**config.mk**
```make
export PLATFORM = sky130hd
export DESIGN_NAME = tmbc_fifo
export DESIGN_NICKNAME = d
export VERILOG_FILES = /design/src/design/tmbc_pkg.sv /design/src/design/tmbc_fifo.sv
export SDC_FILE = /design/constraint.sdc
export NUM_CORES = 1
export LEC_CHECK = 0
export ABC_AREA = 1
export BUFFER_PORTS_ARGS = -buffer_cell sky130_fd_sc_hd__buf_2
export CAP_MARGIN = 10
export CORE_AREA = 5 5 193 195
export CTS_CLUSTER_DIAMETER = 60
export DETAILED_ROUTE_END_ITERATION = 6
export DIE_AREA = 0 0 198 200
export GPL_ROUTABILITY_DRIVEN = 0
export PLACE_DENSITY = 0.83
export SYNTH_ARGS = -nofsm -noshare
export SYNTH_HDL_FRONTEND = slang
export SYNTH_SLANG_ARGS = --single-unit
```
**constraint.sdc**
```tcl
create_clock -name clk_i -period 23.6 [get_ports clk_i]
set_clock_uncertainty 0.15 [all_clocks]
set_input_delay 1.18 -clock clk_i [delete_from_list [all_inputs] [get_ports clk_i]]
set_output_delay 1.18 -clock clk_i [all_outputs]
set_load 0.005 [all_outputs]
```
**src/design/tmbc_pkg.sv**
```systemverilog
// Shared types, widths and codes for the tile map box collision resolver.
// Used by every module of the block but the port checks; depends on nothing.

package tmbc_pkg;

  // Default map store geometry.
  localparam int DEF_MAX_ROWS = 64;
  localparam int DEF_MAX_COLS = 64;

  // Field widths.
  localparam int TILE_W  = 8;
  localparam int MAP_W   = 7;
  localparam int COORD_W = 20;
  localparam int OFF_W   = 16;
  localparam int SIZE_W  = 8;
  localparam int IDX_W   = 12;

  // Box edge values before the division, and the division result.
  localparam int NUM_W = 22;
  localparam int MAG_W = NUM_W - 4;
  localparam int QUO_W = MAG_W + 1;

  // Number of divider lanes: first and last tile of two boxes on two axes.
  localparam int LANES = 8;

  // Depth of the queue between front and back.
  localparam int QUEUE_DEPTH = 2;

  // Reset values of the configuration registers.
  localparam logic [TILE_W-1:0] RST_TILE_WIDTH  = 8'd16;
  localparam logic [TILE_W-1:0] RST_TILE_HEIGHT = 8'd16;
  localparam logic [MAP_W-1:0]  RST_MAP_COLS    = 7'd64;
  localparam logic [MAP_W-1:0]  RST_MAP_ROWS    = 7'd64;

  // Item kinds.
  localparam logic ACT_WRITE   = 1'b0;
  localparam logic ACT_RESOLVE = 1'b1;

  typedef enum logic [1:0] {
    CFG_TILE_WIDTH  = 2'd0,
    CFG_TILE_HEIGHT = 2'd1,
    CFG_MAP_COLS    = 2'd2,
    CFG_MAP_ROWS    = 2'd3
  } cfg_reg_e;

  typedef enum logic [1:0] {
    OUT_FREE = 2'd0,
    OUT_Y    = 2'd1,
    OUT_X    = 2'd2,
    OUT_BOTH = 2'd3
  } outcome_e;

  typedef enum logic [2:0] {
    F_IDLE,
    F_PREP,
    F_START,
    F_DIV,
    F_PUSH
  } front_state_e;

  typedef enum logic [2:0] {
    B_CLEAR,
    B_IDLE,
    B_CLASS,
    B_READ,
    B_CHECK
  } back_state_e;

  // Which box the back part is testing.
  typedef enum logic [1:0] {
    BOX_CUR,
    BOX_PREV_Y,
    BOX_PREV_X
  } box_sel_e;

  typedef logic signed [COORD_W-1:0] coord_t;
  typedef logic signed [QUO_W-1:0]   quo_t;

  typedef struct packed {
    logic [TILE_W-1:0] tile_width;
    logic [TILE_W-1:0] tile_height;
    logic [MAP_W-1:0]  map_cols;
    logic [MAP_W-1:0]  map_rows;
  } cfg_t;

  // One classified item as it travels from front to back.
  typedef struct packed {
    logic             is_write;
    logic [IDX_W-1:0] tile_index;
    logic             tile_blocked;
    coord_t           pos_x;
    coord_t           pos_y;
    coord_t           prev_x;
    coord_t           prev_y;
    quo_t             cur_left;
    quo_t             cur_right;
    quo_t             prev_left;
    quo_t             prev_right;
    quo_t             cur_top;
    quo_t             cur_bottom;
    quo_t             prev_top;
    quo_t             prev_bottom;
  } entry_t;

endpackage

```
**src/design/tmbc_fifo.sv**
```systemverilog
// Short queue of classified items between front and back.
// Depends on tmbc_pkg.

module tmbc_fifo import tmbc_pkg::*; (
  input  logic   clk_i,
  input  logic   rst_ni,
  input  logic   push_i,
  input  entry_t data_i,
  input  logic   pop_i,
  output entry_t data_o,
  output logic   full_o,
  output logic   empty_o
);

  localparam int PW = (QUEUE_DEPTH > 1) ? $clog2(QUEUE_DEPTH) : 1;
  localparam int CW = $clog2(QUEUE_DEPTH + 1);

  entry_t        slot_q [QUEUE_DEPTH];
  logic [PW-1:0] wr_q, wr_d, rd_q, rd_d;
  logic [CW-1:0] cnt_q, cnt_d;

  always_comb begin
    wr_d  = wr_q;
    rd_d  = rd_q;
    cnt_d = cnt_q;
    if (push_i) begin
      wr_d = (wr_q == PW'(QUEUE_DEPTH - 1)) ? '0 : wr_q + PW'(1);
    end
    if (pop_i) begin
      rd_d = (rd_q == PW'(QUEUE_DEPTH - 1)) ? '0 : rd_q + PW'(1);
    end
    if (push_i && !pop_i) begin
      cnt_d = cnt_q + CW'(1);
    end else if (pop_i && !push_i) begin
      cnt_d = cnt_q - CW'(1);
    end
  end

  always_ff @(posedge clk_i or negedge rst_ni) begin
    if (!rst_ni) begin
      wr_q  <= '0;
      rd_q  <= '0;
      cnt_q <= '0;
    end else begin
      wr_q  <= wr_d;
      rd_q  <= rd_d;
      cnt_q <= cnt_d;
    end
  end

  always_ff @(posedge clk_i) begin
    if (push_i) begin
      slot_q[wr_q] <= data_i;
    end
  end

  assign data_o  = slot_q[rd_q];
  assign full_o  = (cnt_q == CW'(QUEUE_DEPTH));
  assign empty_o = (cnt_q == '0);

endmodule

```
== Word-level counts from Yosys, hierarchy flattened ==
Memory sizes are Yosys's and may differ from the RTL's.
Index checks and enable logic that the tools add are counted.

* Add/sub/neg operators: 4
* Equal/unequal tests: 1
* Mux-type cells: 6
* Reduce and logical (&&, ||, !) cells: 6

{| class="wikitable"
|+ Operators with widths
! kind !! count
|-
| 1-bit 2-to-1 mux || 4
|-
| 2-bit 2-to-1 mux || 2
|-
| 1-bit adder, second input constant || 2
|-
| 2-bit by 1-bit adder with 2-bit output, second input constant || 1
|-
| 2-bit equality test, second input constant || 1
|-
| 1-bit logical AND || 2
|-
| 1-bit zero test || 2
|-
| 2-bit zero test || 1
|-
| 2-bit nonzero test || 1
|-
| 2-bit by 1-bit subtractor with 2-bit output, second input constant || 1
|}

* Register bits after elaboration: 4
* Memory bits (writable): 492
* Input bits: 250
* Output and inout port bits: 248
* Logic and storage cells: 21
* Memories kept: 1

{| class="wikitable"
|+ Memory list
! memory !! words !! bits a word !! rd ports !! clocked after Yosys merged registers in !! write ports !! RTL line !! text
|-
| slot_q || 2 || 246 || 1 || 0 || 1 || tmbc_fifo.sv:18 || <nowiki>entry_t slot_q [QUEUE_DEPTH];</nowiki>
|}

== Logic depth before layout (Yosys ltp) ==
* Depth in word-level cells: 4
* Depth in mapped cells: 7
* Gate-level depth less buffers: 7

== Worst setup path before layout ==
No wires, ideal clock.

* Path type: input to register
* Start: input port push_i
* End: memory slot_q[0][0] (netlist bit), enable pin
* Setup time: 0.864 ns
* Arrival time: 11.496 ns
* Data required time: 22.586 ns
* Setup slack: 11.089 ns
* Cell stages on the path: 2
* Path buffers: 0
* Cells stage by stage: inv_1 > nor2_1

* Word-level cells in the longest chain between the ends: 2

{| class="wikitable"
|+ RTL lines
! item !! RTL line !! text
|-
| start: declaration || tmbc_fifo.sv:7 || <nowiki>input logic push_i,</nowiki>
|-
| 1-bit 2-to-1 mux || tmbc_fifo.sv:52 || <nowiki>if (push_i) begin</nowiki>
|-
| 1-bit 2-to-1 mux (not written as such) || tmbc_fifo.sv:53 || <nowiki>slot_q[wr_q] <= data_i;</nowiki>
|-
| end: declaration || tmbc_fifo.sv:18 ||
|}

Every way passes these cells.

==> run metrics <==
# placed instances=approximately 1700; die height=200 um; Max Fclk=203 MHz; die area=39600 sq um; initial antenna violation count=15; Crit Path Max Fanout=between 60 and 70; post-DR wirelength/cell=roughly 22 um; via count=approximately 9500; Mapped Cells=between 700 and 800; layout cells sized above 1=0.607; Max transition margin=0.209; final setup TNS=0 ns; number of max-cap violations=0; Worst Hold Class=in -> async; Worst Path Buf+Inv=3; Mapped Area=around 18000 sq um; Finish-stage setup viols=0; shortest period the worst path allows=4.93 ns; Final Hold Vio Count=0; Detailed Route WL=between 40 and 50 mm; total gr overflow=0; Post-DP HPWL=approximately 28 mm; Worst-path clk slew=~0.06 ns; Die Width=between 150 and 200 um; post-cts hold buffer count=0; Seq/Total Area, Yosys=0.824; post-synth top area share=0.819; synth warn=0; VDD IR-drop max=0.0909 mV; DRC=0; Post-Syn Nets=about 1000; CTS Buffer Depth=3; Post-CTS Repair Setup Buffers=0; critical path arrival=between 3 and 4 ns; final worst-path cycle share=0.209; FF-to-FF Start=wr_q; worst-margin pin slew=1.19 ns; CTS sink cnt=between 400 and 500; CP endpoint kind=output port; synth top area cells=edfxtp_1 (82%), mux2_2 (15%), buf_6 (1.6%); Area Growth Syn to Fin=24.6%; Initial DRT Pass Iterations=4; RSZ-0062 raised after global routing=false; synthesized area per cell=around 23 sq um; post-route ant nets=0; CP startpoint=rd_q; largest net degree at the start of global routing=about 110; Avg Vias per Cell=~5.2; DR iter-0 viols=483; clock latency on the worst-skew pair=~0.55 ns; post-synthesis cell type count=14; Leak Pwr=0.00847 uW; H-Tree Depth=2; IO buf count=497; Power per Cell Area=118 nW/um^2; I/O Pins=between 400 and 500; Startpoint Class=register; cts repair resizes=0; Yosys reg bits=slightly below 500; initial core utilization=0.512; Core ar.=about 35000 sq um; TritonCTS clock tree=done; critical path's slowest cell=dfrtp_4; CTS Buf Count=50; CP delay by family, top=buffers and inverters; vias in the first global route=a little over 10000; Cell Rows=69; WS Path Type=reg -> out; Post-Layout Cell Count=1829; cell mode on critical path=buf_4; max incr delay on CP=slightly above 0.9 ns; global-route wire length before repair=59.0 mm; critical-path cell list=buf_4, buf_4, mux2_2, buf_2; root buffer cell=clkbuf_16; Synth area leader=edfxtp_1; status=finished clean; GRT Resource Usage Total=0.195; Final #Nets=~1600; Req. time, crit path=22.27 ns; Slew Limit Fails=0
[registers in the layout (all words and copies together) (netlist names)]
name / flops
slot_q: 492
cnt_q: 2
wr_q: 1
rd_q: 1
[path summary, 6_finish.rpt]
kind                                   to  slack [ns]  depth (start not counted)
setup / recovery              data_o[230]       18.67                          4
hold / removal                       wr_q        0.28                          1
setup reg to reg           slot_q[1][167]       20.04                          4
hold reg to reg                  cnt_q[1]        0.39                          2
max in group asynchronous            rd_q       22.89                          1
min in group clk_i               cnt_q[1]        0.39                          2
[routing by layer]
| layer | vias up | global-route usage | share of wire | routed length, um |
|---|---|---|---|---|
| li1 | 4230 | - | - | - |
| met1 | 4690 | 0.223 | 0.35 | 14100 |
| met2 | 435 | 0.343 | 0.53 | 21400 |
| met3 | 87 | 0.0681 | 0.095 | 3860 |
| met4 | 8 | 0.0722 | 0.031 | 1240 |
| met5 | - | 0 | 0.0014 | 55 |
[logic make-up (layout without fill, tap and decap cells)]
kind of cell	after synthesis	count (layout)	share of synthesized area
xor gates and xnor gates	3	3	0.00146
adders and majority gates	1	1	0.000693
muxes	246	246	0.154
and+or+nand+nor	10	10	0.00229
other	0	11	0
DFF	496	496	0.824
buffers and inverters	34	601	0.0178
[power by group]
part | internal [uW] | switching (uW)
logic | 328 | 341
clock network | 433 | 313
registers | 1170 | 62.7
total | 1930 | 717
[layout by cell type, fill, tap and decap left out, types with 3 or more instances in the layout]
cell type / count
nand2_1: 5
dfrtp_1: 3
clkbuf_16: 53
inv_8: 3
edfxtp_1: 492
buf_2: 497
clkinv_1: 7
clkinv_2: 8
buf_4: 8
diode_2: 11
inv_6: 3
mux2_2: 246
inv_1: 6
clkbuf_1: 12
[final cells by class]
cell class	count	area (sq um)
clock buffers	65	1370
clock inverters	24	191
well taps	461	577
repair buffers	505	2550
fillers	2379	12700
diodes	11	27.5
inverters	7	33.8
flip-flops and latches	496	14900
multi-input cells	260	2860
[synthesized netlist by cell type]
master,count
edfxtp_1,492
mux2_2,246
buf_6,25
inv_1,7
nand2_1,5
dfrtp_1,4
nor2_1,3
xor2_1,2
buf_2,1
buf_4,1
ha_1,1
nand3_1,1
nand4_1,1
xnor2_1,1
[metrics by stage]
step,hold WS (ns),utilization,total power (uW),worst slack (ns),area (sq um)
final,0.276,0.638,2650,18.67,22500
after global routing,0.254,0.638,2770,18.47,22500
after CTS,0.244,0.638,2670,18.61,22500
after detailed placement,0.374,0.593,1920,19.18,20900
after global placement,0.330,0.593,1900,19.20,20900
after floorplan,0.313,-,1700,11.09,18000
[worst reg2reg max path: cells and delay by family (launching register included)]
kind / cells / cell delay [ns]
and+or+nand+nor: 1 / 0.17
DFF: 1 / 0.43
buffers and inverters: 3 / 2.39
No activity file was read; power rests on OpenSTA's default activity.
