### config.mk
export PLATFORM = sky130hd
export DESIGN_NAME = tmbc_front
export DESIGN_NICKNAME = d
export VERILOG_FILES = /design/src/design/tmbc_pkg.sv /design/src/design/tmbc_div.sv /design/src/design/tmbc_front.sv
export SDC_FILE = /design/constraint.sdc
export NUM_CORES = 2
export LEC_CHECK = 0
export ABC_CLOCK_PERIOD_IN_PS = 14450
export BUFFER_PORTS_ARGS = -buffer_cell sky130_fd_sc_hd__buf_4
export CORE_MARGIN = 5
export CORE_UTILIZATION = 50
export CTS_BUF_LIST = sky130_fd_sc_hd__clkbuf_16
export DETAILED_ROUTE_END_ITERATION = 12
export GPL_TIMING_DRIVEN = 0
export PLACE_DENSITY = 0.77
export SLEW_MARGIN = 20
export SYNTH_ARGS = -nofsm -noshare
export SYNTH_HDL_FRONTEND = slang
export SYNTH_SLANG_ARGS = --single-unit
### constraint.sdc
create_clock -name clk_i -period 14.45 [get_ports clk_i]
set_clock_uncertainty 0.05 [all_clocks]
set_input_delay 1.445 -clock clk_i [delete_from_list [all_inputs] [get_ports clk_i]]
set_output_delay 1.445 -clock clk_i [all_outputs]
set_load 0.05 [all_outputs]
### src/design/tmbc_pkg.sv
// Shared types, widths and codes for the tile map box collision resolver.
// Used by every module of the block but the port checks; depends on nothing.

package tmbc_pkg;

  // Default map store geometry.
  localparam int DEF_MAX_ROWS = 64;
  localparam int DEF_MAX_COLS = 64;

  // Field widths.
  localparam int TILE_W  = 8;
  localparam int MAP_W   = 7;
  localparam int COORD_W = 20;
  localparam int OFF_W   = 16;
  localparam int SIZE_W  = 8;
  localparam int IDX_W   = 12;

  // Box edge values before the division, and the division result.
  localparam int NUM_W = 22;
  localparam int MAG_W = NUM_W - 4;
  localparam int QUO_W = MAG_W + 1;

  // Number of divider lanes: first and last tile of two boxes on two axes.
  localparam int LANES = 8;

  // Depth of the queue between front and back.
  localparam int QUEUE_DEPTH = 2;

  // Reset values of the configuration registers.
  localparam logic [TILE_W-1:0] RST_TILE_WIDTH  = 8'd16;
  localparam logic [TILE_W-1:0] RST_TILE_HEIGHT = 8'd16;
  localparam logic [MAP_W-1:0]  RST_MAP_COLS    = 7'd64;
  localparam logic [MAP_W-1:0]  RST_MAP_ROWS    = 7'd64;

  // Item kinds.
  localparam logic ACT_WRITE   = 1'b0;
  localparam logic ACT_RESOLVE = 1'b1;

  typedef enum logic [1:0] {
    CFG_TILE_WIDTH  = 2'd0,
    CFG_TILE_HEIGHT = 2'd1,
    CFG_MAP_COLS    = 2'd2,
    CFG_MAP_ROWS    = 2'd3
  } cfg_reg_e;

  typedef enum logic [1:0] {
    OUT_FREE = 2'd0,
    OUT_Y    = 2'd1,
    OUT_X    = 2'd2,
    OUT_BOTH = 2'd3
  } outcome_e;

  typedef enum logic [2:0] {
    F_IDLE,
    F_PREP,
    F_START,
    F_DIV,
    F_PUSH
  } front_state_e;

  typedef enum logic [2:0] {
    B_CLEAR,
    B_IDLE,
    B_CLASS,
    B_READ,
    B_CHECK
  } back_state_e;

  // Which box the back part is testing.
  typedef enum logic [1:0] {
    BOX_CUR,
    BOX_PREV_Y,
    BOX_PREV_X
  } box_sel_e;

  typedef logic signed [COORD_W-1:0] coord_t;
  typedef logic signed [QUO_W-1:0]   quo_t;

  typedef struct packed {
    logic [TILE_W-1:0] tile_width;
    logic [TILE_W-1:0] tile_height;
    logic [MAP_W-1:0]  map_cols;
    logic [MAP_W-1:0]  map_rows;
  } cfg_t;

  // One classified item as it travels from front to back.
  typedef struct packed {
    logic             is_write;
    logic [IDX_W-1:0] tile_index;
    logic             tile_blocked;
    coord_t           pos_x;
    coord_t           pos_y;
    coord_t           prev_x;
    coord_t           prev_y;
    quo_t             cur_left;
    quo_t             cur_right;
    quo_t             prev_left;
    quo_t             prev_right;
    quo_t             cur_top;
    quo_t             cur_bottom;
    quo_t             prev_top;
    quo_t             prev_bottom;
  } entry_t;

endpackage

### src/design/tmbc_div.sv
// Radix-2 restoring divider lane: signed box edge over tile size, truncating
// toward zero. Depends on tmbc_pkg.

module tmbc_div import tmbc_pkg::*; (
  input  logic                    clk_i,
  input  logic                    rst_ni,
  input  logic                    start_i,
  input  logic signed [NUM_W-1:0] num_i,
  input  logic [TILE_W-1:0]       den_i,
  output quo_t                    quo_o,
  output logic                    done_o
);

  localparam int CNT_W = $clog2(MAG_W + 1);

  logic              run_q, run_d;
  logic [CNT_W-1:0]  cnt_q, cnt_d;
  logic [MAG_W-1:0]  mag_q, mag_d;
  logic [TILE_W-1:0] rem_q, rem_d;
  logic [TILE_W-1:0] den_q, den_d;
  logic              neg_q, neg_d;
  logic [NUM_W-1:0]  abs_num;
  logic [TILE_W:0]   trial;
  logic              ge;

  always_comb begin
    abs_num = num_i[NUM_W-1] ? NUM_W'(-num_i) : NUM_W'(num_i);
    trial   = {rem_q, mag_q[MAG_W-1]};
    ge      = (trial >= {1'b0, den_q});
    run_d   = run_q;
    cnt_d   = cnt_q;
    mag_d   = mag_q;
    rem_d   = rem_q;
    den_d   = den_q;
    neg_d   = neg_q;
    if (start_i) begin
      run_d = 1'b1;
      cnt_d = '0;
      mag_d = abs_num[NUM_W-1:4];
      rem_d = '0;
      den_d = den_i;
      neg_d = num_i[NUM_W-1];
    end else if (run_q) begin
      mag_d = {mag_q[MAG_W-2:0], ge};
      rem_d = ge ? TILE_W'(trial - {1'b0, den_q}) : TILE_W'(trial);
      cnt_d = cnt_q + CNT_W'(1);
      if (cnt_q == CNT_W'(MAG_W - 1)) begin
        run_d = 1'b0;
      end
    end
  end

  always_ff @(posedge clk_i or negedge rst_ni) begin
    if (!rst_ni) begin
      run_q <= 1'b0;
      cnt_q <= '0;
    end else begin
      run_q <= run_d;
      cnt_q <= cnt_d;
    end
  end

  always_ff @(posedge clk_i) begin
    mag_q <= mag_d;
    rem_q <= rem_d;
    den_q <= den_d;
    neg_q <= neg_d;
  end

  assign quo_o  = neg_q ? -quo_t'({1'b0, mag_q}) : quo_t'({1'b0, mag_q});
  assign done_o = !run_q;

endmodule

### src/design/tmbc_front.sv
// Front part: takes items, forms box edges and divides them into tile
// numbers on eight divider lanes. Depends on tmbc_pkg and tmbc_div.

module tmbc_front import tmbc_pkg::*; (
  input  logic                clk_i,
  input  logic                rst_ni,
  input  logic                start_i,
  output logic                ready_o,
  input  logic                action_i,
  input  logic [IDX_W-1:0]    tile_index_i,
  input  logic                tile_blocked_i,
  input  coord_t              pos_x_i,
  input  coord_t              pos_y_i,
  input  coord_t              prev_x_i,
  input  coord_t              prev_y_i,
  input  logic [SIZE_W-1:0]   box_width_i,
  input  logic [SIZE_W-1:0]   box_height_i,
  input  logic signed [OFF_W-1:0] offset_x_i,
  input  logic signed [OFF_W-1:0] offset_y_i,
  input  cfg_t                cfg_i,
  input  logic                full_i,
  output logic                push_o,
  output entry_t              entry_o
);

  front_state_e state_q, state_d;

  logic                    is_write_q;
  logic [IDX_W-1:0]        tile_index_q;
  logic                    tile_blocked_q;
  coord_t                  px_q, py_q, qx_q, qy_q;
  logic [SIZE_W-1:0]       w_q, h_q;
  logic signed [OFF_W-1:0] ox_q, oy_q;
  logic signed [NUM_W-1:0] num_q [LANES];
  logic signed [NUM_W-1:0] num_d [LANES];
  logic signed [NUM_W-1:0] hx, hy, phx, phy, span_w, span_h;
  logic [TILE_W-1:0]       tw_eff, th_eff;
  logic                    accept, div_start;
  quo_t                    quo [LANES];
  logic [LANES-1:0]        lane_done;

  assign accept = start_i && (state_q == F_IDLE);
  assign tw_eff = (cfg_i.tile_width == '0) ? TILE_W'(1) : cfg_i.tile_width;
  assign th_eff = (cfg_i.tile_height == '0) ? TILE_W'(1) : cfg_i.tile_height;

  // Box corner is centre minus half the size plus the offset; the last pixel
  // of the box sits 16 * (size - 1) further on.
  always_comb begin
    hx     = NUM_W'(px_q) - NUM_W'($signed({1'b0, w_q, 3'b000})) + NUM_W'(ox_q);
    phx    = NUM_W'(qx_q) - NUM_W'($signed({1'b0, w_q, 3'b000})) + NUM_W'(ox_q);
    hy     = NUM_W'(py_q) - NUM_W'($signed({1'b0, h_q, 3'b000})) + NUM_W'(oy_q);
    phy    = NUM_W'(qy_q) - NUM_W'($signed({1'b0, h_q, 3'b000})) + NUM_W'(oy_q);
    span_w = NUM_W'($signed({1'b0, w_q, 4'b0000})) - NUM_W'(16);
    span_h = NUM_W'($signed({1'b0, h_q, 4'b0000})) - NUM_W'(16);
    num_d[0] = hx;
    num_d[1] = hx + span_w;
    num_d[2] = phx;
    num_d[3] = phx + span_w;
    num_d[4] = hy;
    num_d[5] = hy + span_h;
    num_d[6] = phy;
    num_d[7] = phy + span_h;
  end

  always_comb begin
    state_d   = state_q;
    div_start = 1'b0;
    push_o    = 1'b0;
    case (state_q)
      F_IDLE: begin
        if (start_i) begin
          state_d = (action_i == ACT_WRITE) ? F_PUSH : F_PREP;
        end
      end
      F_PREP: begin
        state_d = F_START;
      end
      F_START: begin
        div_start = 1'b1;
        state_d   = F_DIV;
      end
      F_DIV: begin
        if (&lane_done) begin
          state_d = F_PUSH;
        end
      end
      F_PUSH: begin
        if (!full_i) begin
          push_o  = 1'b1;
          state_d = F_IDLE;
        end
      end
      default: begin
        state_d = F_IDLE;
      end
    endcase
  end

  always_ff @(posedge clk_i or negedge rst_ni) begin
    if (!rst_ni) begin
      state_q <= F_IDLE;
    end else begin
      state_q <= state_d;
    end
  end

  always_ff @(posedge clk_i) begin
    if (accept) begin
      is_write_q     <= (action_i == ACT_WRITE);
      tile_index_q   <= tile_index_i;
      tile_blocked_q <= tile_blocked_i;
      px_q           <= pos_x_i;
      py_q           <= pos_y_i;
      qx_q           <= prev_x_i;
      qy_q           <= prev_y_i;
      w_q            <= box_width_i;
      h_q            <= box_height_i;
      ox_q           <= offset_x_i;
      oy_q           <= offset_y_i;
    end
    if (state_q == F_PREP) begin
      num_q <= num_d;
    end
  end

  for (genvar g = 0; g < LANES; g++) begin : g_lane
    tmbc_div u_div (
      .clk_i  (clk_i),
      .rst_ni (rst_ni),
      .start_i(div_start),
      .num_i  (num_q[g]),
      .den_i  ((g < LANES / 2) ? tw_eff : th_eff),
      .quo_o  (quo[g]),
      .done_o (lane_done[g])
    );
  end

  always_comb begin
    entry_o.is_write     = is_write_q;
    entry_o.tile_index   = tile_index_q;
    entry_o.tile_blocked = tile_blocked_q;
    entry_o.pos_x        = px_q;
    entry_o.pos_y        = py_q;
    entry_o.prev_x       = qx_q;
    entry_o.prev_y       = qy_q;
    entry_o.cur_left     = quo[0];
    entry_o.cur_right    = quo[1];
    entry_o.prev_left    = quo[2];
    entry_o.prev_right   = quo[3];
    entry_o.cur_top      = quo[4];
    entry_o.cur_bottom   = quo[5];
    entry_o.prev_top     = quo[6];
    entry_o.prev_bottom  = quo[7];
  end

  assign ready_o = (state_q == F_IDLE);

endmodule

=== Yosys cells after proc, flatten, opt, wreduce, memory -nomap -nowiden ===
Cells that the tools add are included.

* Output and inout port bits: 248
* Input port bits: 176
* Bits in registers: 601
* Logic and storage cells: 242

* Eq/ne operators: 15
* Bitwise gates (word level): 1
* Multiplexer cells: 88
* Reductions and logical operators: 22
* Add/sub/neg operators: 46
* $lt $le $gt $ge: 8

{| class="wikitable"
|+ Operator list
! kind !! count
|-
| $mux W18 || 16
|-
| $mux W22 || 8
|-
| $neg A22 Y22 || 8
|-
| $mux W19 || 8
|-
| $neg A18 Y19 || 8
|-
| $add A21 B16 Y22 || 4
|-
| $add A22 B13 Y22 || 4
|-
| $sub A20 B12 Y21 || 4
|-
| $mux W5 || 16
|-
| $ge A9 B8 Y1 || 8
|-
| $mux W8 || 8
|-
| $sub A8 B8 Y8 || 8
|-
| $add A5 B1 Y5 const B || 8
|-
| $eq A5 B5 Y1 const B || 8
|-
| $mux W1 || 27
|-
| $sub A12 B5 Y13 const B || 2
|-
| $logic_not A8 Y1 || 2
|-
| $reduce_bool A2 Y1 || 8
|-
| $pmux W3 S5 || 1
|-
| $mux W3 || 4
|-
| $logic_not A1 Y1 || 8
|-
| $reduce_and A8 Y1 || 1
|-
| $eq A3 B2 Y1 const B || 2
|-
| $ne A2 B2 Y1 const B || 3
|-
| other kinds (6) || 6
|}

=== Depth between registers and ports, before layout ===
* Depth in word-level cells: 4
* Gate-level depth with buffers: 23
* Depth with buffers taken out: 23

=== Hierarchy ===
From an unflattened synthesis, not the netlist that was laid out.

* Cells, all modules: 4157
* Area, all modules: 41566.1 µm²

{| class="wikitable"
|+ Modules (own cells, without submodules)
! module !! cells an instance !! instances !! area each (µm²) !! seq. area each (µm²)
|-
| tmbc_front || 1664 || 1 || 18657.9 || 9143.8
|-
| tmbc_div at g_lane[0].u_div ... || 314 || 4 || 2897.8 || 1121.1
|-
| tmbc_div at g_lane[2].u_div ... || 316 || 3 || 2860.2 || 1121.1
|-
| tmbc_div at g_lane[5].u_div || 289 || 1 || 2736.4 || 1121.1
|}

=== Worst setup path after synthesis ===
No wires, ideal clock.

* Path type: register -> register
* Start: register state_q[2]
* End: register num_q[100] (netlist bit), enable pin
* Setup slack: 1.316 ns
* Data arrival time: 12.174 ns
* Clock period less this slack: 13.134 ns
* Required time: 13.490 ns
* Cell stages (with the launch flop): 3
* Setup time: 0.910 ns
* Path buffers: 1
* Path through: dfrtp_1 > clkbuf_1 > nor3b_1

* Longest elaborated chain between the ends: 1

{| class="wikitable"
|+ Ends and longest elaborated chain
! element !! line !! text
|-
| from (decl) || tmbc_front.sv:26 || <nowiki>front_state_e state_q, state_d;</nowiki>
|-
| from (signal assigned) || tmbc_front.sv:103 || <nowiki>state_q <= state_d;</nowiki>
|-
| $eq A3 B1 Y1 || tmbc_front.sv:121 || <nowiki>if (state_q == F_PREP) begin</nowiki>
|-
| to (signal assigned) || tmbc_front.sv:122 || <nowiki>num_q <= num_d;</nowiki>
|-
| to (decl) || tmbc_front.sv:34 || <nowiki>logic signed [NUM_W-1:0] num_q [LANES];</nowiki>
|}

No other way between the ends.
A chain may end at the register's enable or synchronous reset.

==> results.tsv <==
metric	value	unit
hold_buffers	0	
fin_crit_sh	39.3	%
cap_violations	0	
setup_viol	0	
die_area	81800	um2
die_w	286	um
avgSynthCellArea	9.91	um2
grt_max_degree	58	
postSynthCellCount	3842	
max_stage_delay	580	ps
clkTransAtPathRegs	60	ps
min_to	g_lane[6].u_div.neg_q$_DFFE_PP_	
r2r_cells	18	
synth_ff_type	edfxtp_1	
worstPathCellList	fa_1 -> inv_1 -> ha_1 -> a21o_1 -> a31o_2 -> a311o_1 -> o21ai_0 -> nor2b_1 -> xnor2_1 -> ha_1 -> o21a_1 -> o21ai_0 -> nor2_1 -> a221o_1 -> o41ai_1 -> o2111ai_1 -> maj3_1 -> xnor2_1	
cp_top_family	compound AO/OA/AOI/OAI gates	
cp.depth	18	
vias	30100	
hp-start	num_q[43]$_DFFE_PP_	
drtIter0Drc	2334	
yosysWarnings	0	
post-route-min-period	5680	ps
antenna_left	0	
drt-pass1-iter-count	5	
ys_types	80	
async_flop_share	8.72	%
slew_headroom	26.4	%
io_buffers	409	
worstReg2RegStart	w_q[0]$_DFFE_PP_	
final_nets	4838	
fp.dieH	286	um
finalHoldViolations	0	
final_cell_mix	470 x edfxtp_1, 428 x buf_4, 397 x inv_1, 350 x nand2_1, 312 x o21ai_0	
netlist_area	38100	um2
grt_antenna_before_repair	0	
clk_latency	620	ps
slowest_stage	o41ai_1	
numCtsBuffers	69	
max_freq	176	MHz
ctsRootBufferMaster	clkbuf_16	
coreArea	75700	um2
insertedDiodeCount	0	
cts_max_level	3	
drc	0	
placedCellCount	5248	
rrSetupSlack	8770	ps
required	14760	ps
r2r-end	num_q[107]$_DFFE_PP_	
worst_setup_path_end_kind	flop	
grt_pass1_wl	157000	um
start_kind	flop	
crit_buf_inv	1	
wl_per_cell	19.0	um
use_met1	33.6	%
num_io_pins	424	
cts_resized	0	
arrival	5990	ps
yosysSeqAreaShare	43.8	%
status	complete, no violations	
start_util	50.3	%
fill_cells	6324	
dpl.hpwl	79900	um
hold_path_depth	0	
grt_pass1_vias	28600	
hold_path_class	flop to flop	
grt_usage	24.0	%
layout.cells.non_filler	5370	
slew_violations	0	
via_per_inst	5.60	
synth-seq-cells	585	
gr-usage-met3	4.77	%
tightestPinTransition	1100	ps
cts_tree	done	
gr-total-overflow	0	
clockBufferDepth	3	
cts_setup_buffers	0	
gr-max-usage-layer	met2	
routed_wl	102000	um
grtUsageMet2	38.4	%
routabilityCongestion	0.931	
rsz0062_at_grt	no	
layout_commonest_cell	edfxtp_1	
row_count	101	
area_delta_synth_final	17.9	%
drive_above_1_share	13.2	%
synth.net_count	4339	
criticalPathCategory	flop to flop	
worstPathMaxFanout	5	
clock_sinks	585	
synth_edf_count	470	
==> layer usage <==
metal  vias up  part of all wire, %
met5         -                    0
met4         0                  2.9
met3       174                  7.0
met2       931                   46
met1     14300                   44
li1      14600                    -
==> state kept, by name (all words and copies together), names as in the netlist, 12 cells and up <==
signal	count
g_lane.u_div.den_q	16
py_q	20
qy_q	20
oy_q	16
g_lane.u_div.cnt_q	40
qx_q	20
num_q	160
g_lane.u_div.mag_q	144
g_lane.u_div.rem_q	64
tile_index_q	12
px_q	20
ox_q	16
==> cell usage after synthesis, types with 74 or more instances <==
cell,count,area (um2)
nand2_1,350,1310
o31ai_1,74,556
nor2_1,234,878
a21oi_1,156,781
xnor2_1,238,2080
xor2_1,228,2000
ha_1,277,3470
o21ai_0,312,1560
nand2b_1,88,551
clkbuf_1,121,454
inv_1,387,1450
edfxtp_1,470,14100
==> logic make-up (layout without fill, tap and decap cells) <==
| family | Yosys count | in the layout | share of synthesized area, % |
|---|---|---|---|
| AND/OR/NAND/NOR | 1016 | 1016 | 12.9 |
| AO/OA/AOI/OAI | 871 | 871 | 14.4 |
| flip-flops | 585 | 585 | 43.8 |
| buffers and inverters | 529 | 1079 | 5.31 |
| XOR/XNOR | 467 | 467 | 10.8 |
| adder cells (fa/ha/maj) | 326 | 326 | 11.5 |
| multiplexers | 48 | 48 | 1.28 |
==> layout make-up <==
type                            instances  area (um2)  share of cell area [%]
Multi-Input combinational cell       2728       19400                    43.2
Sequential cell                       585       16700                    37.1
Timing Repair Buffer                  428        3290                    7.34
Clock buffer                           70        1750                    3.90
Inverter                              389        1460                    3.25
Tap cell                              978        1220                    2.73
Buffer                                140         567                    1.26
Clock inverter                         52         518                    1.15
==> stage by stage <==
step / hold WS (ps) / utilization, % / setup slack, ps / setup TNS (ps) / instance area, um2
floorplan: 374 / - / 1320 / 0 / 38100
global placement: 377 / 56.0 / -3530 / -563310 / 42400
detailed placement: 383 / 56.3 / 8850 / 0 / 42600
CTS: 394 / 59.3 / 8790 / 0 / 44900
global route: 395 / 59.3 / 8450 / 0 / 44900
finish: 394 / 59.3 / 8770 / 0 / 44900
==> worst max path at each step <==
stage	start	end
2_1_floorplan	state_q[2]$_DFFE_PN0P_	num_q[100]$_DFFE_PP_
3_3_place_gp	state_q[2]$_DFFE_PN0P_	num_q[21]$_DFFE_PP_
3_5_place_dp	w_q[0]$_DFFE_PP_	num_q[107]$_DFFE_PP_
4_1_cts	w_q[0]$_DFFE_PP_	num_q[107]$_DFFE_PP_
5_1_grt	w_q[0]$_DFFE_PP_	num_q[107]$_DFFE_PP_
6_report	w_q[0]$_DFFE_PP_	num_q[107]$_DFFE_PP_
Power is left out: the tool's default activity adds up to more than one toggle a clock period on the data nets, which glitch-free logic cannot reach.
